[config.mk]
export PLATFORM = sky130hd
export DESIGN_NAME = qph_front_flat
export DESIGN_NICKNAME = d
export VERILOG_FILES = /design/src/rtl/core/quadtree_point_histogram_macros.svh /design/src/rtl/core/qph_pkg.sv /design/src/rtl/core/qph_if.sv /design/src/rtl/core/qph_front.sv /design/src/flat_wrapper.sv
export SDC_FILE = /design/constraint.sdc
export NUM_CORES = 1
export LEC_CHECK = 0
export BUFFER_PORTS_ARGS = -buffer_cell sky130_fd_sc_hd__buf_2
export CORE_MARGIN = 10
export CORE_UTILIZATION = 40
export CTS_CLUSTER_DIAMETER = 80
export CTS_CLUSTER_SIZE = 40
export DETAILED_ROUTE_END_ITERATION = 10
export GPL_ROUTABILITY_DRIVEN = 0
export PLACE_DENSITY = 0.75
export SLEW_MARGIN = 15
export SYNTH_ARGS = -nofsm -noshare
export SYNTH_HDL_FRONTEND = slang
export SYNTH_SLANG_ARGS = --single-unit
[constraint.sdc]
create_clock -name clk -period 2.6 [get_ports clk]
set_input_delay 0.78 -clock clk [delete_from_list [all_inputs] [get_ports clk]]
set_output_delay 0.78 -clock clk [all_outputs]
set_load 0.03 [all_outputs]
[src/rtl/core/quadtree_point_histogram_macros.svh]
// assertion macros for the quadtree point histogram
// expects clk and rst_n in the scope of each use
`ifndef QUADTREE_POINT_HISTOGRAM_MACROS_SVH
`define QUADTREE_POINT_HISTOGRAM_MACROS_SVH

// same-cycle implication, checked out of reset
`define QPH_ASSERT_IMP(lbl, ante, cons, msg) \
  lbl: assert property (@(posedge clk) disable iff (!rst_n) (ante) |-> (cons)) \
    else $error(msg);

// next-cycle implication, checked out of reset
`define QPH_ASSERT_NXT(lbl, ante, cons, msg) \
  lbl: assert property (@(posedge clk) disable iff (!rst_n) (ante) |=> (cons)) \
    else $error(msg);

`endif

[src/rtl/core/qph_pkg.sv]
// shared types, constants and helpers of the quadtree point histogram
// no dependencies
`default_nettype none

package qph_pkg;

  // tree shape and counter width
  localparam int unsigned LEVELS     = 6;
  localparam int unsigned COUNT_BITS = 32;
  localparam int unsigned NCELLS     = ((1 << (2 * LEVELS)) - 1) / 3;
  localparam int unsigned IDX_W      = $clog2(NCELLS);
  localparam int unsigned LVL_W      = $clog2(LEVELS);

  // fixed field widths of the channels
  localparam int unsigned CMD_W      = 2;
  localparam int unsigned COORD_W    = 32;
  localparam int unsigned CELL_IN_W  = 11;
  localparam int unsigned LEVEL_IN_W = 3;
  localparam int unsigned COUNT_W    = 32;
  localparam int unsigned SUM_W      = 42;
  localparam int unsigned SQ_W       = 64;
  localparam int unsigned LEAF_W     = 11;
  localparam int unsigned CFG_IDX_W  = 2;
  localparam int unsigned CFG_DATA_W = 32;

  // request queue depth
  localparam int unsigned QDEPTH = 2;
  localparam int unsigned QPTR_W = $clog2(QDEPTH);

  // command codes
  localparam logic [CMD_W-1:0] CMD_ADD   = 2'd0;
  localparam logic [CMD_W-1:0] CMD_READ  = 2'd1;
  localparam logic [CMD_W-1:0] CMD_STATS = 2'd2;

  // register indexes
  localparam logic [CFG_IDX_W-1:0] CFG_X_LOW  = 2'd0;
  localparam logic [CFG_IDX_W-1:0] CFG_X_HIGH = 2'd1;
  localparam logic [CFG_IDX_W-1:0] CFG_Y_LOW  = 2'd2;
  localparam logic [CFG_IDX_W-1:0] CFG_Y_HIGH = 2'd3;

  // work classes decided by the front end
  typedef enum logic [1:0] {
    OP_ADD,
    OP_READ,
    OP_STATS,
    OP_ZERO
  } opclass_t;

  // back end sequencer states
  typedef enum logic [2:0] {
    ST_CLEAR,
    ST_IDLE,
    ST_ADD,
    ST_ADD_WB,
    ST_RD,
    ST_STATS,
    ST_DRAIN,
    ST_DONE
  } bstate_t;

  // one classified request
  typedef struct packed {
    logic [CMD_W-1:0]   kind;
    opclass_t           opc;
    logic [COORD_W-1:0] x;
    logic [COORD_W-1:0] y;
    logic [IDX_W-1:0]   addr;   // read cell, or first cell of a level
    logic [IDX_W-1:0]   last;   // last cell of a level
  } op_t;

  // area bounds
  typedef struct packed {
    logic [COORD_W-1:0] x_low;
    logic [COORD_W-1:0] x_high;
    logic [COORD_W-1:0] y_low;
    logic [COORD_W-1:0] y_high;
  } bounds_t;

  // one result
  typedef struct packed {
    logic [CMD_W-1:0]   kind;
    logic [COUNT_W-1:0] count;
    logic [SUM_W-1:0]   level_sum;
    logic [SQ_W-1:0]    level_sum_squares;
    logic [LEAF_W-1:0]  leaf_cell;
  } result_t;

  // back end status seen by the front end
  typedef struct packed {
    logic clearing;
  } bstatus_t;

  // first breadth-first cell of a level: 1 + 4 + ... + 4^(l-1)
  function automatic logic [IDX_W-1:0] level_first(input logic [LEVEL_IN_W-1:0] l);
    logic [IDX_W-1:0] base;
    base = '0;
    for (int unsigned k = 0; k < LEVELS - 1; k++) begin
      if (k < 32'(l)) begin
        base = (base << 2) | IDX_W'(1);
      end
    end
    return base;
  endfunction

endpackage

`default_nettype wire

[src/rtl/core/qph_if.sv]
// channel interfaces of the quadtree point histogram: request, result, register write
// depends on qph_pkg
`default_nettype none

interface qph_in_if import qph_pkg::*; ();
  logic                  valid;
  logic                  ready;
  logic [CMD_W-1:0]      cmd;
  logic [COORD_W-1:0]    x;
  logic [COORD_W-1:0]    y;
  logic [CELL_IN_W-1:0]  cell_index;
  logic [LEVEL_IN_W-1:0] level;

  modport source (output valid, cmd, x, y, cell_index, level, input ready);
  modport sink   (input valid, cmd, x, y, cell_index, level, output ready);
endinterface


interface qph_cfg_if import qph_pkg::*; ();
  logic                  valid;
  logic                  ready;
  logic [CFG_IDX_W-1:0]  index;
  logic [CFG_DATA_W-1:0] data;

  modport source (output valid, index, data, input ready);
  modport sink   (input valid, index, data, output ready);
endinterface

`default_nettype wire

[src/rtl/core/qph_front.sv]
// front end: area registers, request intake and classification into queue entries
// depends on qph_pkg and qph_if
`default_nettype none

module qph_front import qph_pkg::*; (
  input  logic      clk,
  input  logic      rst_n,
  qph_in_if.sink    in_ch,
  qph_cfg_if.sink   cfg_ch,
  input  logic      q_full,
  input  bstatus_t  status,
  output logic      q_push,
  output op_t       q_op,
  output bounds_t   bounds
);

  bounds_t bounds_r;

  assign bounds       = bounds_r;
  assign cfg_ch.ready = 1'b1;
  assign in_ch.ready  = !q_full && !status.clearing;
  assign q_push       = in_ch.valid && in_ch.ready;

  // range checks turn bad reads and levels, and unknown commands, into zero answers
  always_comb begin
    q_op      = '0;
    q_op.kind = in_ch.cmd;
    q_op.x    = in_ch.x;
    q_op.y    = in_ch.y;
    q_op.opc  = OP_ZERO;
    case (in_ch.cmd)
      CMD_ADD: begin
        q_op.opc = OP_ADD;
      end
      CMD_READ: begin
        q_op.addr = IDX_W'(in_ch.cell_index);
        if (32'(in_ch.cell_index) < NCELLS) begin
          q_op.opc = OP_READ;
        end
      end
      CMD_STATS: begin
        q_op.addr = level_first(in_ch.level);
        q_op.last = level_first(in_ch.level) << 2;
        if (32'(in_ch.level) < LEVELS) begin
          q_op.opc = OP_STATS;
        end
      end
      default: begin
        q_op.opc = OP_ZERO;
      end
    endcase
  end

  always_ff @(posedge clk) begin
    if (!rst_n) begin
      bounds_r.x_low  <= '0;
      bounds_r.x_high <= '1;
      bounds_r.y_low  <= '0;
      bounds_r.y_high <= '1;
    end else if (cfg_ch.valid && cfg_ch.ready) begin
      case (cfg_ch.index)
        CFG_X_LOW:  bounds_r.x_low  <= COORD_W'(cfg_ch.data);
        CFG_X_HIGH: bounds_r.x_high <= COORD_W'(cfg_ch.data);
        CFG_Y_LOW:  bounds_r.y_low  <= COORD_W'(cfg_ch.data);
        CFG_Y_HIGH: bounds_r.y_high <= COORD_W'(cfg_ch.data);
        default: ;
      endcase
    end
  end

endmodule

`default_nettype wire

[src/flat_wrapper.sv]
// flat-port wrapper written by rule: the top's interface ports become plain ports
module qph_front_flat import qph_pkg::*;
  (clk, rst_n, q_full, status, q_push, q_op, bounds, in_ch_valid, in_ch_cmd, in_ch_x, in_ch_y, in_ch_cell_index, in_ch_level, in_ch_ready, cfg_ch_valid, cfg_ch_index, cfg_ch_data, cfg_ch_ready);
  qph_in_if in_ch_i ();
  qph_cfg_if cfg_ch_i ();
  input  logic clk;
  input  logic rst_n;
  input  logic q_full;
  input  bstatus_t status;
  output logic q_push;
  output op_t q_op;
  output bounds_t bounds;
  input wire logic [$bits(in_ch_i.valid)-1:0] in_ch_valid;
  input wire logic [$bits(in_ch_i.cmd)-1:0] in_ch_cmd;
  input wire logic [$bits(in_ch_i.x)-1:0] in_ch_x;
  input wire logic [$bits(in_ch_i.y)-1:0] in_ch_y;
  input wire logic [$bits(in_ch_i.cell_index)-1:0] in_ch_cell_index;
  input wire logic [$bits(in_ch_i.level)-1:0] in_ch_level;
  output wire logic [$bits(in_ch_i.ready)-1:0] in_ch_ready;
  input wire logic [$bits(cfg_ch_i.valid)-1:0] cfg_ch_valid;
  input wire logic [$bits(cfg_ch_i.index)-1:0] cfg_ch_index;
  input wire logic [$bits(cfg_ch_i.data)-1:0] cfg_ch_data;
  output wire logic [$bits(cfg_ch_i.ready)-1:0] cfg_ch_ready;
  assign in_ch_i.valid = in_ch_valid;
  assign in_ch_i.cmd = in_ch_cmd;
  assign in_ch_i.x = in_ch_x;
  assign in_ch_i.y = in_ch_y;
  assign in_ch_i.cell_index = in_ch_cell_index;
  assign in_ch_i.level = in_ch_level;
  assign in_ch_ready = in_ch_i.ready;
  assign cfg_ch_i.valid = cfg_ch_valid;
  assign cfg_ch_i.index = cfg_ch_index;
  assign cfg_ch_i.data = cfg_ch_data;
  assign cfg_ch_ready = cfg_ch_i.ready;
  qph_front u_core (.clk(clk), .rst_n(rst_n), .in_ch(in_ch_i), .cfg_ch(cfg_ch_i), .q_full(q_full), .status(status), .q_push(q_push), .q_op(q_op), .bounds(bounds));
endmodule
==> flow_summary.toml <==
[pwr]
p_per_area_mw_per_mm2 = 760.5
vdd_ir_drop_max_v = 0.0006343
leakage_nw = 3.226
p_total_mw = 5.127

[logic_synthesis]
synth-compound-area-share_pct = 10.78
synth_area_leaders = "dfxtp_1, nand2_1, buf_4, a21boi_1, nand3_1"
synth_top_area_share_pct = 47.37
yosys.area_share.simple_pct = 26.63
yosys.area.top_type = "dfxtp_1"
ys_types = 29
synth_top_family_by_area = "simple AND/OR/NAND/NOR gates"
yosysWarnings = 0
synth_xor_area_share_pct = 0
muxShareOfSynthArea_pct = 0
ys_seq_elements = 128
yosysSeqAreaShare_pct = 47.37
avgSynthCellArea_sq_um = 7.990
synthCells = 677
synth-adder-area-share_pct = 0.6940
syn-cell-area_sq_mm = 0.005409

[cts]
numCtsBuffers = 17
cts_sinks = 128
cts_buffer_depth = 2
insertion_delay_ps = 410
post_cts_buffers = 0
cts_tree = "yes"
ctsHtreeMaxLevel = 4
root_buffer = "clkbuf_16"
cts.reportedPaths.clkPinSlew_ps = 60

[run]
cap_violations = 0

[setup_path]
critPathMaxFanout = 4
crit_buf_inv = 4
crit_path_max_incr_delay_ps = 300
required_ps = 1820
crit_arrival_ps = 1770
cpMaxStageDelayCell = "ha_2"
cp_common_cell = "buf_4"
cp-start-kind = "primary input"
crit_family = "buffers and inverters"
worstPathCellList = "buf_2 > inv_1 > ha_2 > buf_4 > o21ba_2 > buf_4"
crit_type = "in2out"
endpoint_kind = "output port"

[routing]
drc = 0
vias = 4849
drt-initial-drc-count = 232
highest_layer = "met4"
vias_per_cell = 4.839
wl_per_cell_microns = 16.79
ant_nets = 0
met1_length_mm = 6.824
detail_route.first_pass.iterations = 5
wl_mm = 16.83
dr_wl_met3_mm = 1.778
wl_met2_mm = 7.998

[cells_and_area]
fill_cells = 1293
nNetsFinal = 936
final_cells = 1002
n_antenna_cell = 0
regArea_sq_mm = 0.002562
drive_gt1_share_pct = 32.69
multiInputGateArea_sq_mm = 0.002128
syn2layout_area_growth_pct = 24.64
largest_reg_flops = 128

[timing]
timing.slew.headroom_pct = 65.43
setup-violations-final = 0
max_freq_ghz = 0.3919
clock_skew_ps = 0
finalHoldViolations = 0
worst_slew_pin_slew_ps = 518.5
maxSlewViolCount = 0
hold_ws_ps = 446.8
fin_setup_tns_ps = 0
period_needed_ps = 2551
period_share_pct = 98.13

[run_status]
status = "completed"

[placed_design]
dp_cells = 970
portBuffers = 205
dp_hpwl_mm = 12.07

[min_path]
worstHoldPathType = "reg2reg"

[global_route]
grt_pass1_vias = 4734
grt_pass1_wl_mm = 25.72
antenna_found_initial = 0
grt_usage_pct = 17.54
grt.overflow.total = 0
grt_max_degree = 129

[floorplanning]
initial_core_util_pct = 40.84
die_h_microns = 136.3
core-area_sq_mm = 0.01324
rows = 42
dieArea_sq_mm = 0.01857
ios = 341
chipWidth_microns = 136.3
-- repair_timing --
| action | 4_1_cts | 5_1_grt |
|---|---|---|
| pin swaps | 0 | 1 |
| hold buffers | 0 | 0 |
| setup endpoints to repair | 8 | 11 |
| gates resized for setup | 6 | 6 |
-- cells by family (layout without fill, tap and decap cells) --
group	count (synthesis)	in the layout
AND/OR/NAND/NOR	346	346
flip-flops	128	128
buffers and inverters	119	263
AO/OA/AOI/OAI	79	79
adder cells (fa/ha/maj)	3	3
other	2	7
-- report_power, final --
group	internal (mW)	switching, mW	total [mW]	leakage [nW]
sequential	2.05	0.0405	2.09	1.05
clock	1.42	0.930	2.35	0.284
combinational	0.214	0.474	0.687	1.89
total	3.68	1.44	5.13	3.23
-- path summary, 6_finish.rpt --
check	startpoint	endpoint	slack, ps	depth (start not counted)
setup / recovery	in_ch_cmd[0]	q_op[15]	50	6
hold / removal	u_core.bounds[118]$_SDFFE_PN0P_	u_core.bounds[118]$_SDFFE_PN0P_	450	2
setup reg to reg	u_core.bounds[43]$_SDFFE_PN0P_	u_core.bounds[43]$_SDFFE_PN0P_	1960	2
hold reg to reg	u_core.bounds[118]$_SDFFE_PN0P_	u_core.bounds[118]$_SDFFE_PN0P_	450	2
-- metal layers --
| layer | GRT usage, % | up-vias |
|---|---|---|
| met3 | 7.528 | 24 |
| met5 | 0 | - |
| met2 | 28.35 | 205 |
| li1 | - | 2362 |
| met1 | 20.41 | 2258 |
| met4 | 5.917 | 0 |
-- per-stage QoR --
step / worst slack (ps) / utilization (%) / area, sq um
finish: 48.51 / 50.91 / 6741
CTS: 1.648 / 50.78 / 6725
floorplan: -48.42 / - / 5439
detailed placement: -77.08 / 46.26 / 6126
global route: -0.3597 / 50.91 / 6741
global placement: -70.67 / 46.26 / 6126
-- final cells by class --
cell class / count / area share, %
sequential: 128 / 38.01
multi-input combinational: 435 / 31.57
timing repair buffer: 227 / 18.24
clock buffer: 17 / 6.310
tap: 176 / 3.267
clock inverter: 15 / 2.376
inverter: 4 / 0.2227
-- Yosys cell counts, drive strengths merged --
library cell    n
dfxtp         128
a21boi         64
ha              3
nand3          65
conb            2
and3b           2
nor2b           2
a21oi           5
o31a            1
a2111oi         1
nand2         259
and2            8
o21a            1
nor3b           1
inv             4
o21ai           2
nor2            4
clkbuf         19
buf            96
nand3b          2
o211ai          2
or3b            1
and3            1
a211o           2
nor3            1
o21ba           1
-- layout by cell type (no fill, tap or decap), types with 3 or more instances in the layout --
master / instances
a21boi_0: 12
a21boi_1: 52
a21oi_1: 4
and2_1: 8
buf_2: 201
buf_4: 23
clkbuf_16: 17
clkinv_2: 3
clkinv_4: 4
conb_1: 7
dfxtp_1: 128
inv_1: 4
inv_6: 4
nand2_1: 259
nand3_1: 64
-- tightest hold or removal path: stages, from the launching register on --
cell	delay [ps]
dfxtp_1	310
nand2_1	50
a21boi_1	50
(Power assumes the default switching activity.)
