**src/rtl/core/quadtree_point_histogram_macros.svh**
```systemverilog
// assertion macros for the quadtree point histogram
// expects clk and rst_n in the scope of each use
`ifndef QUADTREE_POINT_HISTOGRAM_MACROS_SVH
`define QUADTREE_POINT_HISTOGRAM_MACROS_SVH

// same-cycle implication, checked out of reset
`define QPH_ASSERT_IMP(lbl, ante, cons, msg) \
  lbl: assert property (@(posedge clk) disable iff (!rst_n) (ante) |-> (cons)) \
    else $error(msg);

// next-cycle implication, checked out of reset
`define QPH_ASSERT_NXT(lbl, ante, cons, msg) \
  lbl: assert property (@(posedge clk) disable iff (!rst_n) (ante) |=> (cons)) \
    else $error(msg);

`endif

```
**src/rtl/core/qph_pkg.sv**
```systemverilog
// shared types, constants and helpers of the quadtree point histogram
// no dependencies
`default_nettype none

package qph_pkg;

  // tree shape and counter width
  localparam int unsigned LEVELS     = 6;
  localparam int unsigned COUNT_BITS = 32;
  localparam int unsigned NCELLS     = ((1 << (2 * LEVELS)) - 1) / 3;
  localparam int unsigned IDX_W      = $clog2(NCELLS);
  localparam int unsigned LVL_W      = $clog2(LEVELS);

  // fixed field widths of the channels
  localparam int unsigned CMD_W      = 2;
  localparam int unsigned COORD_W    = 32;
  localparam int unsigned CELL_IN_W  = 11;
  localparam int unsigned LEVEL_IN_W = 3;
  localparam int unsigned COUNT_W    = 32;
  localparam int unsigned SUM_W      = 42;
  localparam int unsigned SQ_W       = 64;
  localparam int unsigned LEAF_W     = 11;
  localparam int unsigned CFG_IDX_W  = 2;
  localparam int unsigned CFG_DATA_W = 32;

  // request queue depth
  localparam int unsigned QDEPTH = 2;
  localparam int unsigned QPTR_W = $clog2(QDEPTH);

  // command codes
  localparam logic [CMD_W-1:0] CMD_ADD   = 2'd0;
  localparam logic [CMD_W-1:0] CMD_READ  = 2'd1;
  localparam logic [CMD_W-1:0] CMD_STATS = 2'd2;

  // register indexes
  localparam logic [CFG_IDX_W-1:0] CFG_X_LOW  = 2'd0;
  localparam logic [CFG_IDX_W-1:0] CFG_X_HIGH = 2'd1;
  localparam logic [CFG_IDX_W-1:0] CFG_Y_LOW  = 2'd2;
  localparam logic [CFG_IDX_W-1:0] CFG_Y_HIGH = 2'd3;

  // work classes decided by the front end
  typedef enum logic [1:0] {
    OP_ADD,
    OP_READ,
    OP_STATS,
    OP_ZERO
  } opclass_t;

  // back end sequencer states
  typedef enum logic [2:0] {
    ST_CLEAR,
    ST_IDLE,
    ST_ADD,
    ST_ADD_WB,
    ST_RD,
    ST_STATS,
    ST_DRAIN,
    ST_DONE
  } bstate_t;

  // one classified request
  typedef struct packed {
    logic [CMD_W-1:0]   kind;
    opclass_t           opc;
    logic [COORD_W-1:0] x;
    logic [COORD_W-1:0] y;
    logic [IDX_W-1:0]   addr;   // read cell, or first cell of a level
    logic [IDX_W-1:0]   last;   // last cell of a level
  } op_t;

  // area bounds
  typedef struct packed {
    logic [COORD_W-1:0] x_low;
    logic [COORD_W-1:0] x_high;
    logic [COORD_W-1:0] y_low;
    logic [COORD_W-1:0] y_high;
  } bounds_t;

  // one result
  typedef struct packed {
    logic [CMD_W-1:0]   kind;
    logic [COUNT_W-1:0] count;
    logic [SUM_W-1:0]   level_sum;
    logic [SQ_W-1:0]    level_sum_squares;
    logic [LEAF_W-1:0]  leaf_cell;
  } result_t;

  // back end status seen by the front end
  typedef struct packed {
    logic clearing;
  } bstatus_t;

  // first breadth-first cell of a level: 1 + 4 + ... + 4^(l-1)
  function automatic logic [IDX_W-1:0] level_first(input logic [LEVEL_IN_W-1:0] l);
    logic [IDX_W-1:0] base;
    base = '0;
    for (int unsigned k = 0; k < LEVELS - 1; k++) begin
      if (k < 32'(l)) begin
        base = (base << 2) | IDX_W'(1);
      end
    end
    return base;
  endfunction

endpackage

`default_nettype wire

```
**src/rtl/core/qph_fifo.sv**
```systemverilog
// two-entry queue of classified requests between front and back end
// depends on qph_pkg
`default_nettype none

module qph_fifo import qph_pkg::*; (
  input  logic clk,
  input  logic rst_n,
  input  logic push,
  input  op_t  push_op,
  input  logic pop,
  output op_t  pop_op,
  output logic full,
  output logic empty
);

  op_t               ent_r [QDEPTH];
  logic [QPTR_W-1:0] wr_ptr_r;
  logic [QPTR_W-1:0] rd_ptr_r;
  logic [QPTR_W:0]   cnt_r;
  logic [QPTR_W:0]   cnt_nxt;

  assign full   = (cnt_r == (QPTR_W+1)'(QDEPTH));
  assign empty  = (cnt_r == '0);
  assign pop_op = ent_r[rd_ptr_r];

  always_comb begin
    cnt_nxt = cnt_r;
    if (push && !pop) begin
      cnt_nxt = cnt_r + (QPTR_W+1)'(1);
    end else if (pop && !push) begin
      cnt_nxt = cnt_r - (QPTR_W+1)'(1);
    end
  end

  always_ff @(posedge clk) begin
    if (!rst_n) begin
      wr_ptr_r <= '0;
      rd_ptr_r <= '0;
      cnt_r    <= '0;
    end else begin
      cnt_r <= cnt_nxt;
      if (push) begin
        wr_ptr_r <= wr_ptr_r + QPTR_W'(1);
      end
      if (pop) begin
        rd_ptr_r <= rd_ptr_r + QPTR_W'(1);
      end
    end
  end

  always_ff @(posedge clk) begin
    if (push) begin
      ent_r[wr_ptr_r] <= push_op;
    end
  end

endmodule

`default_nettype wire

```
**config.mk**
```make
export PLATFORM = sky130hd
export DESIGN_NAME = qph_fifo
export DESIGN_NICKNAME = d
export VERILOG_FILES = /design/src/rtl/core/quadtree_point_histogram_macros.svh /design/src/rtl/core/qph_pkg.sv /design/src/rtl/core/qph_fifo.sv
export SDC_FILE = /design/constraint.sdc
export NUM_CORES = 1
export LEC_CHECK = 0
export BUFFER_PORTS_ARGS = -buffer_cell sky130_fd_sc_hd__clkbuf_2
export CAP_MARGIN = 15
export CORE_MARGIN = 1.5
export CORE_UTILIZATION = 47
export CTS_CLUSTER_DIAMETER = 50
export DETAILED_ROUTE_END_ITERATION = 10
export PLACE_DENSITY_LB_ADDON = 0.12
export SLEW_MARGIN = 30
export SYNTH_ARGS = -nofsm -noshare
export SYNTH_HDL_FRONTEND = slang
export SYNTH_SLANG_ARGS = --single-unit
```
**constraint.sdc**
```tcl
create_clock -name clk -period 6.72 [get_ports clk]
set_input_delay 2.016 -clock clk [delete_from_list [all_inputs] [get_ports clk]]
set_output_delay 2.016 -clock clk [all_outputs]
set_load 0.01 [all_outputs]
```
==> results of run 1 <==
## cell usage after synthesis (all sizes together)
master	instances	area share [%]
a21boi	1	0.11
and2	4	0.37
and2b	1	0.13
buf	10	1.6
dfxtp	5	1.5
edfxtp	180	80
ha	1	0.19
inv	1	0.056
mux2	90	15
nor2	1	0.056
nor2b	2	0.19
o21a	1	0.11
o21ai	1	0.074
or3	1	0.093
xnor2	1	0.13
xor2	2	0.26
## cell type report
type                       instances  area (um2)  area share (%)
clock buffer                      21         440            5.26
clock inverter                    10         104            1.24
inverter                           1        3.75          0.0448
multi-input combinational        106        1140            13.6
sequential                       185        5510            65.8
tap                              180         225            2.69
timing repair buffer             189         956            11.4
## metrics by stage
step | setup slack (ns) | hold slack (ns) | util (%) | power, W
floorplan | 0.197 | 0.466 | - | 0.00153
global placement | 2.72 | 0.487 | 56.2 | 0.00162
detailed placement | 2.71 | 0.548 | 56.2 | 0.00163
CTS | 2.25 | 0.559 | 60.1 | 0.00255
global route | 2.19 | 0.598 | 60.1 | 0.00262
finish | 2.35 | 0.565 | 60.1 | 0.00252
## worst max-delay path by stage
stage | from | endpoint | slack, ns | depth (start not counted)
floorplan | push | ent_r[0][0]$_DFFE_PP_ | 0.20 | 1
global placement | flip-flop | pop_op[72] | 2.72 | 3
global route | flip-flop | pop_op[24] | 2.19 | 3
CTS | flip-flop | pop_op[72] | 2.25 | 3
detailed placement | flip-flop | pop_op[72] | 2.71 | 3
finish | flip-flop | pop_op[72] | 2.35 | 3
## worst register-to-register path: cells and delay by family (launching register included)
family        cells  cell delay (ns)
buf+inv           1             0.67
flops             1             0.38
simple gates      1             0.52
## kinds of logic (layout without fill, tap and decap cells)
kind of cell,after synthesis,after routing,share of synthesized area (%)
XOR/XNOR,3,3,0.390
multiplexers,90,90,15.0
AND/OR/NAND/NOR,9,9,0.835
flip-flops,185,185,81.6
buffers and inverters,11,221,1.67
AO/OA/AOI/OAI,3,3,0.297
adder cells (fa/ha/maj),1,1,0.185
## layer usage
layer  track usage, %  routed length [um]  up-vias
met2             26.7                5930      110
met4             5.60                 153        0
met3             7.39                 930       12
met5                0                   0        -
met1             17.4                4580     1680
li1                 -                   -     1588
## sequential cells by signal, summed over array words and instances, names as in the netlist, named ones only
register  cells
ent_r       180
wr_ptr_r      1
rd_ptr_r      1
cnt_r         2
## power groups by stage
stage,Sequential [W],Combinational (W),Clock [W]
4_1_cts,0.00136,0.000249,0.000942
2_1_floorplan,0.00137,0.000155,0
3_5_place_dp,0.00138,0.000247,0
3_3_place_gp,0.00138,0.000243,0
5_1_grt,0.00136,0.000266,0.000986
6_report,0.00136,0.000243,0.000916
==> impl_metrics.csv, run 1 <==
group,metric,value,unit
logic_synthesis,ys_seq_elements,185,
route,detail_route.drc_violations,0,
route,wl_final,11600,um
timing,final.setup.tns,0,ns
finish,relative_area_change_from_synthesis_to_final_layout,24.2,%
placed_design,dp_hpwl,7670,um
timing,post-route-period-util,65.1,%
power_and_ir_drop,power_per_cell_area,300,nW/um2
placed_design,placement.io_buffers,185,
timing,fin_worst_skew,0.00616,ns
route,postRouteAntennaNets,0,
logic_synthesis,yosys_warnings,0,
power_and_ir_drop,pwr-share-comb,9.7,%
floorplan,initial_core_utilization,48.4,%
clock_network,cts_tree,"done",
finish,final.fill_count,1073,
clock_network,cts_htree_levels,4,
floorplan,pin_count,186,
grt,grt_pass1_wl,17300,um
route,routed-via-count,3390,
timing,achievable-frequency,0.229,GHz
power_and_ir_drop,power.ir.vdd_worst,0.189,mV
clock_network,cts.sinks,185,
worst_setup_path,slowest_delay,0.76,ns
route,drt_iter0_markers,180,
clock_network,max_root_sink_buffers,2,
timing,final_hold_viol_count,0,
worst_setup_path,worst_ep_arrival_time,2.36,ns
worst_setup_path,cp_cell_sequence,"buf_4 -> mux2_2 -> clkbuf_2",
clock_network,post_cts_buffers,0,
grt,first_global_vias,3536,
hold_path,hold_depth,2,
route,avgViaCountPerCell,4.90,
power_and_ir_drop,sw_frac_of_total,20.8,%
finish,drive_gt1_share,59.8,%
worst_setup_path,path_class,"reg2out",
worst_setup_path,endpoint_kind,"output port",
grt,antenna_found_initial,0,
floorplan,core_area,13900,um2
floorplan,die-width,123,um
clock_network,ctsResizeCount,0,
worst_setup_path,cpMaxStageDelayCell,"dfxtp_4",
clock_network,clock_latency,0.41,ns
power_and_ir_drop,cellLeakagePower,3.18,nW
run_status,outcome,"complete, no violations",
logic_synthesis,synth_cell_type_count,17,
logic_synthesis,syn-instance-count,302,
timing,drv_slew,0,
clock_network,cts_hold_repair.buffers,0,
finish,most-common-layout-cells,"185 x clkbuf_2, 180 x edfxtp_1, 90 x mux2_2, 17 x clkbuf_16",
logic_synthesis,syn_nets,397,
route,dr.pass1.iters,4,
worst_setup_path,reg2reg_slack,4.73,ns
clock_network,root_buf_cell,"clkbuf_16",
worst_setup_path,critical_path.top_delay_family,"flip-flops",
worst_setup_path,worst_r2r_path_depth,2,
logic_synthesis,mappedNetlistArea,6750,um2
power_and_ir_drop,p_switching,0.000524,W
hold_path,holdCritPathClass,"reg2reg",
timing,tightest_slew,0.673,ns
power_and_ir_drop,power.share.clock,36.4,%
hold_path,holdPathEnd,"cnt_r[1]$_SDFFE_PN0P_",
flow_run,maxCapViolations,0,
grt,grt_use_total,15.8,%
worst_setup_path,cp.required,4.70,ns
clock_network,tritoncts.num_buffers,17,
worst_setup_path,cp-start-kind,"flip-flop",
clock_network,cts.clk_slew.worst_paths,0.06,ns
logic_synthesis,sequential_fraction_of_the_synthesis_area,81.6,%
worst_setup_path,critPathMaxFanout,46,
hold_path,holdCritStartpoint,"cnt_r[1]$_SDFFE_PN0P_",
finish,fin_cells,692,
floorplan,std_cell_rows,43,
floorplan,chipHeight,123,um
timing,report.final.setup_viol,0,
logic_synthesis,average_size_of_a_mapped_cell,22.3,um2
placed_design,routabilityCongestion,0.709,
worst_setup_path,critical_path.reg2reg.endpoint,"ent_r[1][57]$_DFFE_PP_",
finish,num_antenna_cells,0,
route,per_cell_routed_wire_length,16.8,um
floorplan,die-area,15100,um2
placed_design,placed_cells,661,
timing,rsz_0062_raised_after_global_routing,"false",
worst_setup_path,regToRegStartpoint,"wr_ptr_r$_SDFFE_PN0P_",
timing,slew-limit-headroom,55.1,%
power_and_ir_drop,p_int,0.00199,W
finish,layout.cells.most_common,"clkbuf_2",
timing,period_minus_slack,4.37,ns
placed_design,placed_cell_area,7830,um2
finish,final_net_count,595,
grt,grt_max_degree,51,
power_and_ir_drop,seq_power_share,54.0,%
worst_setup_path,timing.critical_path.buf_inv,2,
grt,globalRouteOverflowTotal,0,
finish,final_design_area_no_fill,8380,um2
Note: power is estimated with default switching activity, not from simulation.
==> run 2, diff against run 1 <==
--- a/config.mk
+++ b/config.mk
@@ -5,10 +5,11 @@
 export SDC_FILE = /design/constraint.sdc
 export NUM_CORES = 1
 export LEC_CHECK = 0
+export ABC_AREA = 1
 export BUFFER_PORTS_ARGS = -buffer_cell sky130_fd_sc_hd__clkbuf_2
 export CAP_MARGIN = 15
 export CORE_MARGIN = 1.5
-export CORE_UTILIZATION = 47
+export CORE_UTILIZATION = 53
 export CTS_CLUSTER_DIAMETER = 50
 export DETAILED_ROUTE_END_ITERATION = 10
 export PLACE_DENSITY_LB_ADDON = 0.12
==> constraint.sdc (replaced) <==
create_clock -name clk -period 4.55 [get_ports clk]
set_input_delay 1.365 -clock clk [delete_from_list [all_inputs] [get_ports clk]]
set_output_delay 1.365 -clock clk [all_outputs]
set_load 0.01 [all_outputs]
==> run 2 against run 1 <==
  * Final area increased by 4.6%
  * Clock power increased by 43%
  * Global-route usage increased by 1.6 points
  * First-iteration DRC count increased by 12%
  * Synthesized cell count increased by 4.3%
  * Hold slack got worse by 0.026 ns
  * Non-clock buffer count increased by 2
  * Via count increased by 2.1%
  * Largest cell class unchanged
  * Clock-buffer cell count decreased by 4
  * Core utilization increased by 6.1 points
  * Area after synthesis increased by 6.4%
==> impl_metrics.csv, run 2 <==
group,metric,value,unit
run_status,outcome,"complete, no violations",
logic_synthesis,synth.area.top_cells,"edfxtp_1 75%, mux2_4 19%, buf_12 2.5%",
worst_setup_path,critical_path.reg2reg.endpoint,"ent_r[1][18]$_DFFE_PP_",
grt,grt_use_total,17.4,%
logic_synthesis,mappedNetlistArea,7180,um2
logic_synthesis,synthDominantAreaCellType,"edfxtp_1",
grt,first_global_vias,3609,
logic_synthesis,syn-instance-count,315,
power_and_ir_drop,power.ir.vdd_worst,0.301,mV
finish,final_design_area_no_fill,8760,um2
floorplan,die-width,119,um
clock_network,cts.sinks,185,
worst_setup_path,worst_ep_arrival_time,1.96,ns
worst_setup_path,path_class,"reg2out",
finish,final.fill_count,978,
logic_synthesis,asyncSetResetFlopFracSynth,0,%
grt,antenna_found_initial,0,
timing,report.final.setup_viol,0,
clock_network,ctsResizeCount,0,
route,drt_iter0_markers,202,
placed_design,dp_hpwl,7940,um
worst_setup_path,cp.required,3.18,ns
route,dr.pass1.iters,4,
clock_network,cts_tree,"done",
logic_synthesis,synth_top_cell_area_share,75.3,%
logic_synthesis,synth_cell_type_count,13,
finish,largest_register_ff_count,180,
route,wl_final,11900,um
logic_synthesis,synth_enable_flop_cells,180,
power_and_ir_drop,power_per_cell_area,423,nW/um2
power_and_ir_drop,cellLeakagePower,3.56,nW
worst_setup_path,critPathMaxFanout,25,
clock_network,root_buf_cell,"clkbuf_16",
worst_setup_path,critical_path.endpoint,"pop_op[61]",
route,routed-via-count,3462,
floorplan,die-area,14200,um2
finish,layout.area.seq,5510,um2
timing,post-route-period-util,73.2,%
clock_network,post_cts_buffers,0,
timing,final_hold_viol_count,0,
floorplan,core_area,13200,um2
finish,top_register,"ent_r",
finish,most-common-layout-cells,"185 x clkbuf_2, 180 x edfxtp_1, 90 x mux2_4, 17 x clkbuf_16",
worst_setup_path,regToRegStartpoint,"wr_ptr_r$_SDFFE_PN0P_",
timing,period_minus_slack,3.33,ns
timing,achievable-frequency,0.300,GHz
floorplan,std_cell_rows,42,
logic_synthesis,yosys_warnings,0,
timing,drv_slew,0,
logic_synthesis,ys_seq_elements,185,
finish,final_net_count,610,
route,avgViaCountPerCell,4.92,
timing,fin_worst_skew,0.00667,ns
logic_synthesis,synth_top_cells_by_count,"180 x edfxtp_1, 90 x mux2_4, 9 x buf_12, 9 x nor2_1",
clock_network,cts_hold_repair.buffers,0,
grt,grt_pass1_wl,18100,um
timing,tightest_slew,0.664,ns
hold_path,holdCritPathClass,"reg2reg",
clock_network,cts.clk_slew.worst_paths,0.06,ns
placed_design,routabilityCongestion,0.721,
worst_setup_path,slowest_delay,0.66,ns
flow_run,maxCapViolations,0,
floorplan,pin_count,186,
finish,multi_input_comb_area,1460,um2
worst_setup_path,cp-start-kind,"flip-flop",
finish,layout_top_registers,"ent_r: 180 flops, cnt_r: 2 flops",
clock_network,clock_latency,0.42,ns
worst_setup_path,reg2reg_slack,2.85,ns
logic_synthesis,syn_nets,410,
route,detail_route.drc_violations,0,
finish,relative_area_change_from_synthesis_to_final_layout,22.1,%
clock_network,cts_htree_levels,4,
grt,globalRouteOverflowTotal,0,
placed_design,placed_cell_area,8230,um2
route,per_cell_routed_wire_length,16.9,um
floorplan,initial_core_utilization,54.2,%
worst_setup_path,cpMaxStageDelayCell,"dfxtp_4",
timing,final.setup.tns,0,ns
logic_synthesis,ys_dominant_reg_cell,"edfxtp_1",
worst_setup_path,cp_cell_sequence,"buf_4 -> mux2_4 -> clkbuf_2",
finish,drive_gt1_share,59.1,%
worst_setup_path,endpoint_kind,"output port",
floorplan,chipHeight,119,um
timing,slew-limit-headroom,55.6,%
grt,grt_max_degree,50,
clock_network,tritoncts.num_buffers,17,
clock_network,max_root_sink_buffers,2,
logic_synthesis,sequential_fraction_of_the_synthesis_area,76.7,%
finish,layout.cells.most_common,"clkbuf_2",
timing,rsz_0062_raised_after_global_routing,"false",
placed_design,placement.io_buffers,185,
finish,num_antenna_cells,0,
logic_synthesis,count_leader_synth,"edfxtp_1",
route,postRouteAntennaNets,0,
logic_synthesis,average_size_of_a_mapped_cell,22.8,um2
worst_setup_path,worst_r2r_path_depth,3,
-- run 2: cell count changes after synthesis, moves of 2 or more --
cell | previous run | this run
mux2_2 | 90 | 0
mux2_4 | 0 | 90
buf_12 | 0 | 9
buf_6 | 9 | 1
nand2_1 | 0 | 8
nor2_1 | 1 | 9
inv_1 | 1 | 8
and2_1 | 4 | 0
nor2b_1 | 2 | 0
xor2_1 | 2 | 0
-- run 2: cells by family (layout without fill, tap and decap cells) --
family | Yosys count | after routing | synth area share [%]
AOI/OAI and AO/OA | 2 | 2 | 0.139
adders and majority gates | 1 | 1 | 0.174
buffers and inverters | 18 | 231 | 3.09
DFF | 185 | 185 | 76.7
muxes | 90 | 90 | 18.8
and+or+nand+nor | 19 | 19 | 1.05
-- run 2: per-layer routing --
layer	routed length, um	global-route usage (%)
met2	6210	29.7
met5	0	0
met4	185	7.37
met1	4550	19.8
met3	945	6.42
-- run 2: final cells by class --
cell class | count | share of cell area, %
Tap cell | 176 | 2.51
Inverter | 8 | 0.371
Clock buffer | 17 | 4.85
Sequential cell | 185 | 62.9
Multi-Input combinational cell | 112 | 16.6
Clock inverter | 15 | 1.27
Timing Repair Buffer | 191 | 11.5
-- run 2: power breakdown --
group	switching (W)	total [W]	leakage [nW]	internal (W)
clock	0.000574	0.00131	0.250	0.000740
combinational	0.000187	0.000389	1.58	0.000202
sequential	0.0000322	0.00200	1.73	0.00197
total	0.000793	0.00371	3.56	0.00291
-- run 2: worst min path at each step --
stage,slack [ns],depth (start not counted),from,endpoint
floorplan,0.46,2,rd_ptr_r$_SDFFE_PN0P_,flip-flop
global placement,0.48,2,rd_ptr_r$_SDFFE_PN0P_,rd_ptr_r$_SDFFE_PN0P_
detailed placement,0.52,2,cnt_r[0]$_SDFFE_PN0P_,cnt_r[0]$_SDFFE_PN0P_
CTS,0.53,2,cnt_r[0]$_SDFFE_PN0P_,cnt_r[0]$_SDFFE_PN0P_
global route,0.57,2,rd_ptr_r$_SDFFE_PN0P_,rd_ptr_r$_SDFFE_PN0P_
finish,0.54,2,cnt_r[0]$_SDFFE_PN0P_,cnt_r[0]$_SDFFE_PN0P_
-- run 2: metrics by stage --
stage | power (W) | hold WS (ns) | instances | setup slack, ns | utilization [%]
after global placement | 0.00242 | 0.478 | 672 | 1.64 | 62.1
final | 0.00371 | 0.539 | 704 | 1.22 | 66.2
after detailed placement | 0.00244 | 0.522 | 672 | 1.63 | 62.1
after global routing | 0.00384 | 0.567 | 704 | 1.14 | 66.2
after CTS | 0.00375 | 0.533 | 704 | 1.17 | 66.2
after floorplan | 0.00229 | 0.463 | 315 | 0.398 | -
-- run 2: worst max-delay path: cells and delay by family (launching register included) --
kind,cells,cell delay (ns)
buffers and inverters,2,0.53
flip-flops,1,0.66
multiplexers,1,0.35
